<file path="config.mk">
export PLATFORM = sky130hd
export DESIGN_NAME = joint_trajectory_interpolator_unit
export DESIGN_NICKNAME = d
export VERILOG_FILES = /design/src/sv/jti_pkg.sv /design/src/sv/jti_muldiv.sv /design/src/sv/joint_trajectory_interpolator_unit.sv
export SDC_FILE = /design/constraint.sdc
export NUM_CORES = 2
export LEC_CHECK = 0
export ABC_CLOCK_PERIOD_IN_PS = 7700
export BUFFER_PORTS_ARGS = -buffer_cell sky130_fd_sc_hd__buf_4
export CAP_MARGIN = 20
export CORE_UTILIZATION = 64
export DETAILED_ROUTE_END_ITERATION = 8
export HOLD_SLACK_MARGIN = 0.05
export PLACE_DENSITY_LB_ADDON = 0.08
export RECOVER_POWER = 100
export SLEW_MARGIN = 20
export SYNTH_ARGS = -nofsm -noshare
export SYNTH_HDL_FRONTEND = slang
export SYNTH_SLANG_ARGS = --single-unit
</file>
<file path="constraint.sdc">
create_clock -name aclk -period 7.7 [get_ports aclk]
set_input_delay 1.155 -clock aclk [delete_from_list [all_inputs] [get_ports aclk]]
set_output_delay 1.155 -clock aclk [all_outputs]
set_load 0.1 [all_outputs]
</file>
<file path="src/sv/jti_pkg.sv">
package jti_pkg;

    // Angle and tick widths of the datapath.
    localparam int ANGLE_W = 16;
    localparam int TICK_W  = 16;

    // Magnitude of a joint distance and width of every quotient.
    localparam int QUOT_W = ANGLE_W + 1;
    // Width of a product of a magnitude and a tick count.
    localparam int PROD_W = QUOT_W + TICK_W;
    localparam int CNT_W  = $clog2(QUOT_W);

    // Stream payload layout.
    localparam int IN_BITS    = 2 + 3 * ANGLE_W + TICK_W;
    localparam int IN_DATA_W  = ((IN_BITS + 7) / 8) * 8;
    localparam int OUT_BITS   = 3 * ANGLE_W + 3;
    localparam int OUT_DATA_W = ((OUT_BITS + 7) / 8) * 8;
    localparam int CFG_IDX_W  = 2;

    // Configuration register indexes.
    localparam logic [CFG_IDX_W-1:0] REG_J2_LOW  = 2'd0;
    localparam logic [CFG_IDX_W-1:0] REG_J2_HIGH = 2'd1;
    localparam logic [CFG_IDX_W-1:0] REG_J3_LOW  = 2'd2;
    localparam logic [CFG_IDX_W-1:0] REG_J3_HIGH = 2'd3;

    // Reset values of the joint limits.
    localparam logic signed [ANGLE_W-1:0] J2_LOW_RESET  = ANGLE_W'(-16036);
    localparam logic signed [ANGLE_W-1:0] J2_HIGH_RESET = ANGLE_W'(3174);
    localparam logic signed [ANGLE_W-1:0] J3_LOW_RESET  = ANGLE_W'(-9687);
    localparam logic signed [ANGLE_W-1:0] J3_HIGH_RESET = ANGLE_W'(9687);

    // Item kinds.
    localparam logic FUNC_MOVE = 1'b0;
    localparam logic FUNC_TICK = 1'b1;

    // Interpolation types.
    localparam logic [1:0] INTERP_LINEAR = 2'd1;
    localparam logic [1:0] INTERP_BLEND  = 2'd2;

    // Result status codes.
    localparam logic [2:0] STAT_HOLD     = 3'd0;
    localparam logic [2:0] STAT_MOVING   = 3'd1;
    localparam logic [2:0] STAT_FINISHED = 3'd2;
    localparam logic [2:0] STAT_BAD      = 3'd3;
    localparam logic [2:0] STAT_BUSY     = 3'd4;

    // Request to the shared multiply-divide unit: x * y / t.
    typedef struct packed {
        logic              start;
        logic [QUOT_W-1:0] x;
        logic [TICK_W-1:0] y;
        logic [TICK_W-1:0] t;
    } md_req_t;

    // Response: floor and rounded quotient, valid while done is high.
    typedef struct packed {
        logic              done;
        logic [QUOT_W-1:0] quot;
        logic [QUOT_W-1:0] quot_rnd;
    } md_rsp_t;

endpackage

</file>
<file path="src/sv/jti_muldiv.sv">
module jti_muldiv (
    input  logic             aclk,
    input  logic             aresetn,
    input  jti_pkg::md_req_t req,
    output jti_pkg::md_rsp_t rsp
);

    typedef enum logic [1:0] {
        M_IDLE,
        M_MUL,
        M_DIV
    } md_state_t;

    md_state_t                       state_reg;
    logic [jti_pkg::QUOT_W-1:0]      x_reg;
    logic [jti_pkg::TICK_W-1:0]      y_reg;
    logic [jti_pkg::TICK_W-1:0]      t_reg;
    logic [jti_pkg::TICK_W-1:0]      rem_reg;
    logic [jti_pkg::QUOT_W-1:0]      q_reg;
    logic [jti_pkg::CNT_W-1:0]       cnt_reg;
    logic                            done_reg;

    logic [jti_pkg::PROD_W-1:0]      prod;
    logic [jti_pkg::TICK_W:0]        trial;
    logic [jti_pkg::TICK_W:0]        diff;
    logic                            ge;
    logic                            round_up;

    // The product is registered before the divide starts.
    assign prod = jti_pkg::PROD_W'(x_reg) * jti_pkg::PROD_W'(y_reg);

    // One restoring step: shift in the next dividend bit and try a subtract.
    assign trial = {rem_reg, q_reg[jti_pkg::QUOT_W-1]};
    assign diff  = trial - {1'b0, t_reg};
    assign ge    = (trial >= {1'b0, t_reg});

    // Round to nearest, ties up: twice the remainder against the divisor.
    assign round_up = ({rem_reg, 1'b0} >= {1'b0, t_reg});

    assign rsp.done     = done_reg;
    assign rsp.quot     = q_reg;
    assign rsp.quot_rnd = q_reg + jti_pkg::QUOT_W'(round_up);

    // Sequencer of the multiply and the bit-serial divide. The quotient is
    // known to fit QUOT_W bits, so the upper product bits seed the remainder.
    always_ff @(posedge aclk) begin
        if (!aresetn) begin
            state_reg <= M_IDLE;
            done_reg  <= 1'b0;
            cnt_reg   <= '0;
        end else begin
            case (state_reg)
                M_IDLE: begin
                    done_reg <= 1'b0;
                    if (req.start) begin
                        x_reg     <= req.x;
                        y_reg     <= req.y;
                        t_reg     <= req.t;
                        state_reg <= M_MUL;
                    end
                end
                M_MUL: begin
                    rem_reg   <= prod[jti_pkg::PROD_W-1:jti_pkg::QUOT_W];
                    q_reg     <= prod[jti_pkg::QUOT_W-1:0];
                    cnt_reg   <= '0;
                    state_reg <= M_DIV;
                end
                M_DIV: begin
                    rem_reg <= ge ? diff[jti_pkg::TICK_W-1:0] : trial[jti_pkg::TICK_W-1:0];
                    q_reg   <= {q_reg[jti_pkg::QUOT_W-2:0], ge};
                    cnt_reg <= cnt_reg + 1'b1;
                    if (cnt_reg == jti_pkg::CNT_W'(jti_pkg::QUOT_W - 1)) begin
                        done_reg  <= 1'b1;
                        state_reg <= M_IDLE;
                    end
                end
                default: begin
                    state_reg <= M_IDLE;
                end
            endcase
        end
    end

endmodule

</file>
<file path="src/sv/joint_trajectory_interpolator_unit.sv">
// Channel   | Direction | Transfer contents
// ----------+-----------+---------------------------------------------------
// s_axis    | in        | one move command or one tick (kind in tuser)
// m_axis    | out       | three joint setpoints and a status, one per input
// cfg       | in        | write of one joint limit register
//
// Holding, rejected, accepted-move and move-finished results go from the input
// transfer straight to the output stage. A busy reply or a tick inside a move runs each
// joint through the shared multiply and one-bit-per-cycle divider, once per
// joint for a linear move and twice for a blend.
// Reset is synchronous and active low; it clears the move state and restores
// the limits. A stalled result holds the next result in S_EMIT and the input not ready.
module joint_trajectory_interpolator_unit (
    input  logic                                aclk,
    input  logic                                aresetn,
    input  logic                                s_axis_tvalid,
    output logic                                s_axis_tready,
    // interp_type, goal1, goal2, goal3, move_ticks, zero fill
    input  logic [jti_pkg::IN_DATA_W-1:0]       s_axis_tdata,
    // func
    input  logic [0:0]                          s_axis_tuser,
    output logic                                m_axis_tvalid,
    input  logic                                m_axis_tready,
    // setpoint1, setpoint2, setpoint3, status, zero fill
    output logic [jti_pkg::OUT_DATA_W-1:0]      m_axis_tdata,
    input  logic                                cfg_we,
    input  logic [jti_pkg::CFG_IDX_W-1:0]       cfg_index,
    input  logic [jti_pkg::ANGLE_W-1:0]         cfg_data
);

    localparam int A  = jti_pkg::ANGLE_W;
    localparam int TW = jti_pkg::TICK_W;
    localparam int QW = jti_pkg::QUOT_W;

    typedef enum logic [2:0] {
        S_IDLE,
        S_LAUNCH1,
        S_WAIT1,
        S_LAUNCH2,
        S_WAIT2,
        S_EMIT
    } seq_state_t;

    seq_state_t                  state_reg;
    logic [1:0]                  joint_reg;
    logic signed [A-1:0]         start_reg [3];
    logic signed [A-1:0]         goal_reg [3];
    logic signed [A-1:0]         sp_reg [3];
    logic [TW-1:0]               elapsed_reg;
    logic [TW-1:0]               span_reg;
    logic                        blend_reg;
    logic                        moving_reg;
    logic [2:0]                  status_reg;
    logic [QW-1:0]               a_reg;
    logic signed [A-1:0]         lim_reg [4];
    logic                        m_valid_reg;
    logic [jti_pkg::OUT_DATA_W-1:0] out_data_reg;

    // Input fields.
    logic                        in_func;
    logic [1:0]                  in_type;
    logic signed [A-1:0]         in_goal1;
    logic signed [A-1:0]         in_goal2;
    logic signed [A-1:0]         in_goal3;
    logic [TW-1:0]               in_ticks;
    logic                        in_xfer;
    logic                        bad_move;
    logic [TW-1:0]               elapsed_inc;
    logic                        emit_fire;

    // Per-joint datapath.
    logic signed [A-1:0]         cur_s;
    logic signed [A-1:0]         cur_g;
    logic signed [A:0]           delta;
    logic                        neg;
    logic [QW-1:0]               mag;
    logic                        first_half;
    logic [TW-1:0]               u_val;
    logic                        from_start;
    logic                        add_q;
    logic signed [A:0]           base_x;
    logic [A:0]                  p_wide;
    logic [A-1:0]                point;

    jti_pkg::md_req_t            md_req;
    jti_pkg::md_rsp_t            md_rsp;

    assign in_func  = s_axis_tuser[0];
    assign in_type  = s_axis_tdata[1:0];
    assign in_goal1 = s_axis_tdata[2 +: A];
    assign in_goal2 = s_axis_tdata[2 + A +: A];
    assign in_goal3 = s_axis_tdata[2 + 2 * A +: A];
    assign in_ticks = s_axis_tdata[2 + 3 * A +: TW];

    assign s_axis_tready = (state_reg == S_IDLE);
    assign in_xfer       = s_axis_tvalid && s_axis_tready;
    assign m_axis_tvalid = m_valid_reg;
    assign m_axis_tdata  = out_data_reg;

    // A finished result moves into the output register once it is free.
    assign emit_fire = (state_reg == S_EMIT) && (!m_valid_reg || m_axis_tready);

    // Move checks: known type, joints 2 and 3 within limits, nonzero length.
    assign bad_move = !(in_type == jti_pkg::INTERP_LINEAR || in_type == jti_pkg::INTERP_BLEND)
                   || (in_goal2 < lim_reg[jti_pkg::REG_J2_LOW])
                   || (in_goal2 > lim_reg[jti_pkg::REG_J2_HIGH])
                   || (in_goal3 < lim_reg[jti_pkg::REG_J3_LOW])
                   || (in_goal3 > lim_reg[jti_pkg::REG_J3_HIGH])
                   || (in_ticks == '0);

    assign elapsed_inc = elapsed_reg + 1'b1;

    // Distance and magnitude of the joint under work.
    assign cur_s = start_reg[joint_reg];
    assign cur_g = goal_reg[joint_reg];
    assign delta = {cur_g[A-1], cur_g} - {cur_s[A-1], cur_s};
    assign neg   = delta[A];
    assign mag   = neg ? QW'(-delta) : QW'(delta);

    // The blend runs forward from the start in the first half and backward
    // from the goal in the second.
    assign first_half = ({elapsed_reg, 1'b0} <= {1'b0, span_reg});
    assign u_val      = first_half ? elapsed_reg : span_reg - elapsed_reg;
    assign from_start = !blend_reg || first_half;
    assign add_q      = from_start ? !neg : neg;
    assign base_x     = from_start ? {cur_s[A-1], cur_s} : {cur_g[A-1], cur_g};
    assign p_wide     = add_q ? base_x + md_rsp.quot_rnd : base_x - md_rsp.quot_rnd;
    assign point      = p_wide[A-1:0];

    // Operands for the shared unit.
    always_comb begin
        md_req.start = (state_reg == S_LAUNCH1) || (state_reg == S_LAUNCH2);
        md_req.t     = span_reg;
        if (state_reg == S_LAUNCH2) begin
            md_req.x = {a_reg[QW-2:0], 1'b0};
            md_req.y = u_val;
        end else begin
            md_req.x = mag;
            md_req.y = blend_reg ? u_val : elapsed_reg;
        end
    end

    jti_muldiv u_muldiv (
        .aclk    (aclk),
        .aresetn (aresetn),
        .req     (md_req),
        .rsp     (md_rsp)
    );

    // Limit registers.
    always_ff @(posedge aclk) begin
        if (!aresetn) begin
            lim_reg[jti_pkg::REG_J2_LOW]  <= jti_pkg::J2_LOW_RESET;
            lim_reg[jti_pkg::REG_J2_HIGH] <= jti_pkg::J2_HIGH_RESET;
            lim_reg[jti_pkg::REG_J3_LOW]  <= jti_pkg::J3_LOW_RESET;
            lim_reg[jti_pkg::REG_J3_HIGH] <= jti_pkg::J3_HIGH_RESET;
        end else if (cfg_we) begin
            lim_reg[cfg_index] <= cfg_data;
        end
    end

    // Sequencer, move state and the output register.
    always_ff @(posedge aclk) begin
        if (!aresetn) begin
            state_reg   <= S_IDLE;
            joint_reg   <= '0;
            elapsed_reg <= '0;
            span_reg    <= '0;
            blend_reg   <= 1'b0;
            moving_reg  <= 1'b0;
            m_valid_reg <= 1'b0;
            for (int j = 0; j < 3; j++) begin
                start_reg[j] <= '0;
                goal_reg[j]  <= '0;
            end
        end else begin
            // Output valid rises with a new result and falls when it is taken.
            if (emit_fire) begin
                m_valid_reg <= 1'b1;
            end else if (m_valid_reg && m_axis_tready) begin
                m_valid_reg <= 1'b0;
            end
            case (state_reg)
                S_IDLE: begin
                    if (in_xfer) begin
                        joint_reg <= '0;
                        if (in_func == jti_pkg::FUNC_MOVE) begin
                            for (int j = 0; j < 3; j++) begin
                                sp_reg[j] <= start_reg[j];
                            end
                            if (moving_reg) begin
                                status_reg <= jti_pkg::STAT_BUSY;
                                state_reg  <= S_LAUNCH1;
                            end else if (bad_move) begin
                                status_reg <= jti_pkg::STAT_BAD;
                                state_reg  <= S_EMIT;
                            end else begin
                                goal_reg[0] <= in_goal1;
                                goal_reg[1] <= in_goal2;
                                goal_reg[2] <= in_goal3;
                                span_reg    <= in_ticks;
                                elapsed_reg <= '0;
                                blend_reg   <= (in_type == jti_pkg::INTERP_BLEND);
                                moving_reg  <= 1'b1;
                                status_reg  <= jti_pkg::STAT_MOVING;
                                state_reg   <= S_EMIT;
                            end
                        end else if (!moving_reg) begin
                            for (int j = 0; j < 3; j++) begin
                                sp_reg[j] <= start_reg[j];
                            end
                            status_reg <= jti_pkg::STAT_HOLD;
                            state_reg  <= S_EMIT;
                        end else if (elapsed_inc == span_reg) begin
                            // Last tick lands on the goal, which becomes the held position.
                            for (int j = 0; j < 3; j++) begin
                                start_reg[j] <= goal_reg[j];
                                sp_reg[j]    <= goal_reg[j];
                            end
                            moving_reg  <= 1'b0;
                            elapsed_reg <= '0;
                            status_reg  <= jti_pkg::STAT_FINISHED;
                            state_reg   <= S_EMIT;
                        end else begin
                            elapsed_reg <= elapsed_inc;
                            status_reg  <= jti_pkg::STAT_MOVING;
                            state_reg   <= S_LAUNCH1;
                        end
                    end
                end
                S_LAUNCH1: begin
                    state_reg <= S_WAIT1;
                end
                S_WAIT1: begin
                    if (md_rsp.done) begin
                        if (blend_reg) begin
                            a_reg     <= md_rsp.quot;
                            state_reg <= S_LAUNCH2;
                        end else begin
                            sp_reg[joint_reg] <= point;
                            joint_reg         <= joint_reg + 1'b1;
                            state_reg         <= (joint_reg == 2'd2) ? S_EMIT : S_LAUNCH1;
                        end
                    end
                end
                S_LAUNCH2: begin
                    state_reg <= S_WAIT2;
                end
                S_WAIT2: begin
                    if (md_rsp.done) begin
                        sp_reg[joint_reg] <= point;
                        joint_reg         <= joint_reg + 1'b1;
                        state_reg         <= (joint_reg == 2'd2) ? S_EMIT : S_LAUNCH1;
                    end
                end
                S_EMIT: begin
                    if (emit_fire) begin
                        out_data_reg <= jti_pkg::OUT_DATA_W'({status_reg, sp_reg[2],
                                                              sp_reg[1], sp_reg[0]});
                        joint_reg    <= '0;
                        state_reg    <= S_IDLE;
                    end
                end
                default: begin
                    state_reg <= S_IDLE;
                end
            endcase
        end
    end

    // The divider reports only while the sequencer waits for it.
    assert property (@(posedge aclk) disable iff (!aresetn)
        md_rsp.done |-> (state_reg == S_WAIT1 || state_reg == S_WAIT2))
        else $error("divider result outside a wait state");

    // A running move always has time left.
    assert property (@(posedge aclk) disable iff (!aresetn)
        moving_reg |-> (span_reg != '0) && (elapsed_reg < span_reg))
        else $error("move elapsed count out of range");

    // A tick while holding needs no arithmetic.
    assert property (@(posedge aclk) disable iff (!aresetn)
        in_xfer && (in_func == jti_pkg::FUNC_TICK) && !moving_reg |=> state_reg == S_EMIT)
        else $error("holding tick did not go straight to output");

    // Only three joints are worked.
    assert property (@(posedge aclk) disable iff (!aresetn)
        (state_reg != S_IDLE && state_reg != S_EMIT) |-> joint_reg != 2'd3)
        else $error("joint index out of range");

endmodule

</file>
==> run_results.csv <==
group,metric,value,unit
run_status,status,"finished, violations left",
run_status,violations,"max-capacitance violations, max-slew violations",
sta,max_slew.worst_pin.slew,2.85,ns
clock_tree,postCtsResizedCells,0,
die,ioPinCount,154,
sta,rsz0062_at_grt,"false",
place,port_buffers,142,
worst_setup_path,cp.arrival,7.50,ns
sta,fin_tns_setup,0,ns
clock_tree,hold_buffers,0,
layout,fin_nets,3846,
clock_tree,post-cts-setup-buffers,0,
sta,period_needed,7.21,ns
detailed_routing,antenna_left,0,
yosys,synth_commonest_cells,"inv_1, edfxtp_1, nand2_1",
detailed_routing,drc,0,
yosys,yosysTopAreaCell,"edfxtp_1",
worst_setup_path,path_buf_inv,3,
clock_tree,cts_sinks,410,
clock_tree,clk_latency,0.59,ns
worst_setup_path,cp_common_cell,"fa_1",
hold_path,min_path_type,"register to register",
place,gp_congestion,0.928,
detailed_routing,via_count,23600,
detailed_routing,drt-initial-drc-count,1738,
yosys,async_flop_share,0,
worst_setup_path,path_class,"register to register",
grt,grt_usage,0.318,
sta,drv_slew,382,
place,preCtsSetupSlack,0.598,ns
die,start_util,0.655,
yosys,synthTopCellsByArea,"edfxtp_1, fa_1, ha_1",
worst_setup_path,path_max_fanout,17,
worst_setup_path,cp_slowest_cell,"edfxtp_1",
yosys,synth_warnings,0,
worst_setup_path,crit_family,"adder cells",
layout,drive_above_1_share,0.0635,
layout,areaGrowthSynthToFinish,8.21,%
clock_tree,root_buffer,"clkbuf_16",
grt,grt_pass1_vias,23400,
die,die_x,227,um
detailed_routing,wl_per_cell,20.1,um
yosys,yosysMostFrequentCell,"inv_1",
clock_tree,cts_max_level,2,
die,core,49400,sq um
grt,antenna_found_initial,6,
die,rows,81,
clock_tree,cts_inserted_buffers,44,
grt,grt_max_degree,67,
yosys,synth.avg_cell_area,10.1,sq um
detailed_routing,drt-vias-per-instance,5.94,
worst_setup_path,critPathMaxStageDelay,0.90,ns
clock_tree,cts.clk_slew.worst_paths,0.06,ns
yosys,ys_ff_latch,410,
place,hpwl,60800,um
yosys,ys_types,80,
yosys,synth_flop_cell,"edfxtp_1",
sta,hold_viol,0,
grt,grt_overflow,0,
sta,fmax,139,MHz
detailed_routing,first_pass_iters,6,
worst_setup_path,setup.worst_path.start_class,"register",
sta,fin_worst_skew,0.0270,ns
run,cap_violations,9,
sta,setup_ws,0.493,ns
sta,relSlewSlack,-0.899,
yosys,syn_area,32300,sq um
worst_setup_path,endpoint_kind,"register",
yosys,ys_seq_area_frac,0.365,
yosys,synth_edf_count,360,
layout,largest_reg_flops,64,
sta,finalSetupViolations,0,
clock_tree,cts_tree,"built",
yosys,synth_top_area_share,0.335,
clock_tree,cts_buffer_depth,3,
die,die_y,227,um
grt,grt_pass1_wl,126000,um
worst_setup_path,crit_required,7.99,ns
worst_setup_path,path_cells,"nand2_1 > fa_1 > inv_1 > fa_1 > fa_1 > fa_1 > fa_1 > inv_1 > fa_1 > inv_1 > ha_1 > a21o_1 > a21o_1 > a21o_1 > a41oi_1 > o31ai_1 > or2_2 > a31oi_1 > xnor2_1 > o21ai_0",
detailed_routing,wl,79700,um
yosys,synthCells,3187,
sta,period_share,0.936,
die,dieArea,51400,sq um
-- cell type report --
| class | count | area, sq um |
|---|---|---|
| Sequential cell | 410 | 11800 |
| Multi-Input combinational cell | 2253 | 18400 |
| Clock inverter | 17 | 223 |
| Antenna cell | 1 | 2.50 |
| Fill cell | 3783 | 14400 |
| Clock buffer | 60 | 1200 |
| Tap cell | 664 | 831 |
| Inverter | 398 | 1490 |
| Timing Repair Buffer | 170 | 1030 |
-- metal layers --
metal  track usage  part of all wire  up-vias
met4        0.0955             0.027        2
met5             0           0.00023        -
met2         0.513              0.47      867
met1         0.442              0.43    11600
li1              -                 -    11000
met3        0.0526             0.076      148
-- placed cells by master (no fill, tap or decap), types with 26 or more instances in the layout --
| cell | count |
|---|---|
| inv_1 | 396 |
| edfxtp_1 | 360 |
| nand2_1 | 315 |
| ha_1 | 260 |
| fa_1 | 212 |
| and2_1 | 181 |
| a21oi_1 | 165 |
| nor2_1 | 148 |
| o21ai_0 | 128 |
| mux2i_1 | 112 |
| buf_4 | 104 |
| xnor2_1 | 81 |
| clkbuf_1 | 79 |
| and2_0 | 73 |
| xor2_1 | 61 |
| dfxtp_1 | 48 |
| a21o_1 | 47 |
| clkbuf_16 | 45 |
| nand2b_1 | 43 |
| nand3_1 | 36 |
| nor3_1 | 30 |
| a31oi_1 | 28 |
| nand4_1 | 28 |
| and3_1 | 26 |
-- logic make-up after synthesis --
kind of cell	count (synthesis)	share of synthesized area
AND/OR/NAND/NOR	979	0.154
buffers and inverters	528	0.0658
AO/OA/AOI/OAI	524	0.102
adder cells (fa/ha/maj)	473	0.232
flip-flops	410	0.365
XOR/XNOR	143	0.0392
multiplexers	129	0.0406
other	1	0.000116
-- final timing paths --
check | depth (start not counted) | end | from | slack (ns)
setup / recovery | 20 | u_muldiv.rem_reg[8]$_DFFE_PP_ | u_muldiv.y_reg[5]$_DFFE_PP_ | 0.49
hold / removal | 0 | m_axis_tdata[34]$_DFFE_PP_ | sp_reg[2][2]$_DFFE_PP_ | 0.41
setup reg to reg | 20 | u_muldiv.rem_reg[8]$_DFFE_PP_ | u_muldiv.y_reg[5]$_DFFE_PP_ | 0.49
hold reg to reg | 0 | m_axis_tdata[34]$_DFFE_PP_ | sp_reg[2][2]$_DFFE_PP_ | 0.41
-- per-stage QoR --
| step | utilization | area, sq um | hold slack (ns) | instances |
|---|---|---|---|---|
| after CTS | 0.714 | 35300 | 0.404 | 3971 |
| after global routing | 0.709 | 35000 | 0.411 | 3973 |
| after global placement | 0.686 | 33800 | 0.403 | 3894 |
| after detailed placement | 0.686 | 33800 | 0.405 | 3894 |
| after floorplan | - | 32300 | 0.400 | 3191 |
| final | 0.709 | 35000 | 0.410 | 3973 |
Power is not shown: default switching activity piles up to over one toggle a cycle in this logic, so the estimate is an artifact.
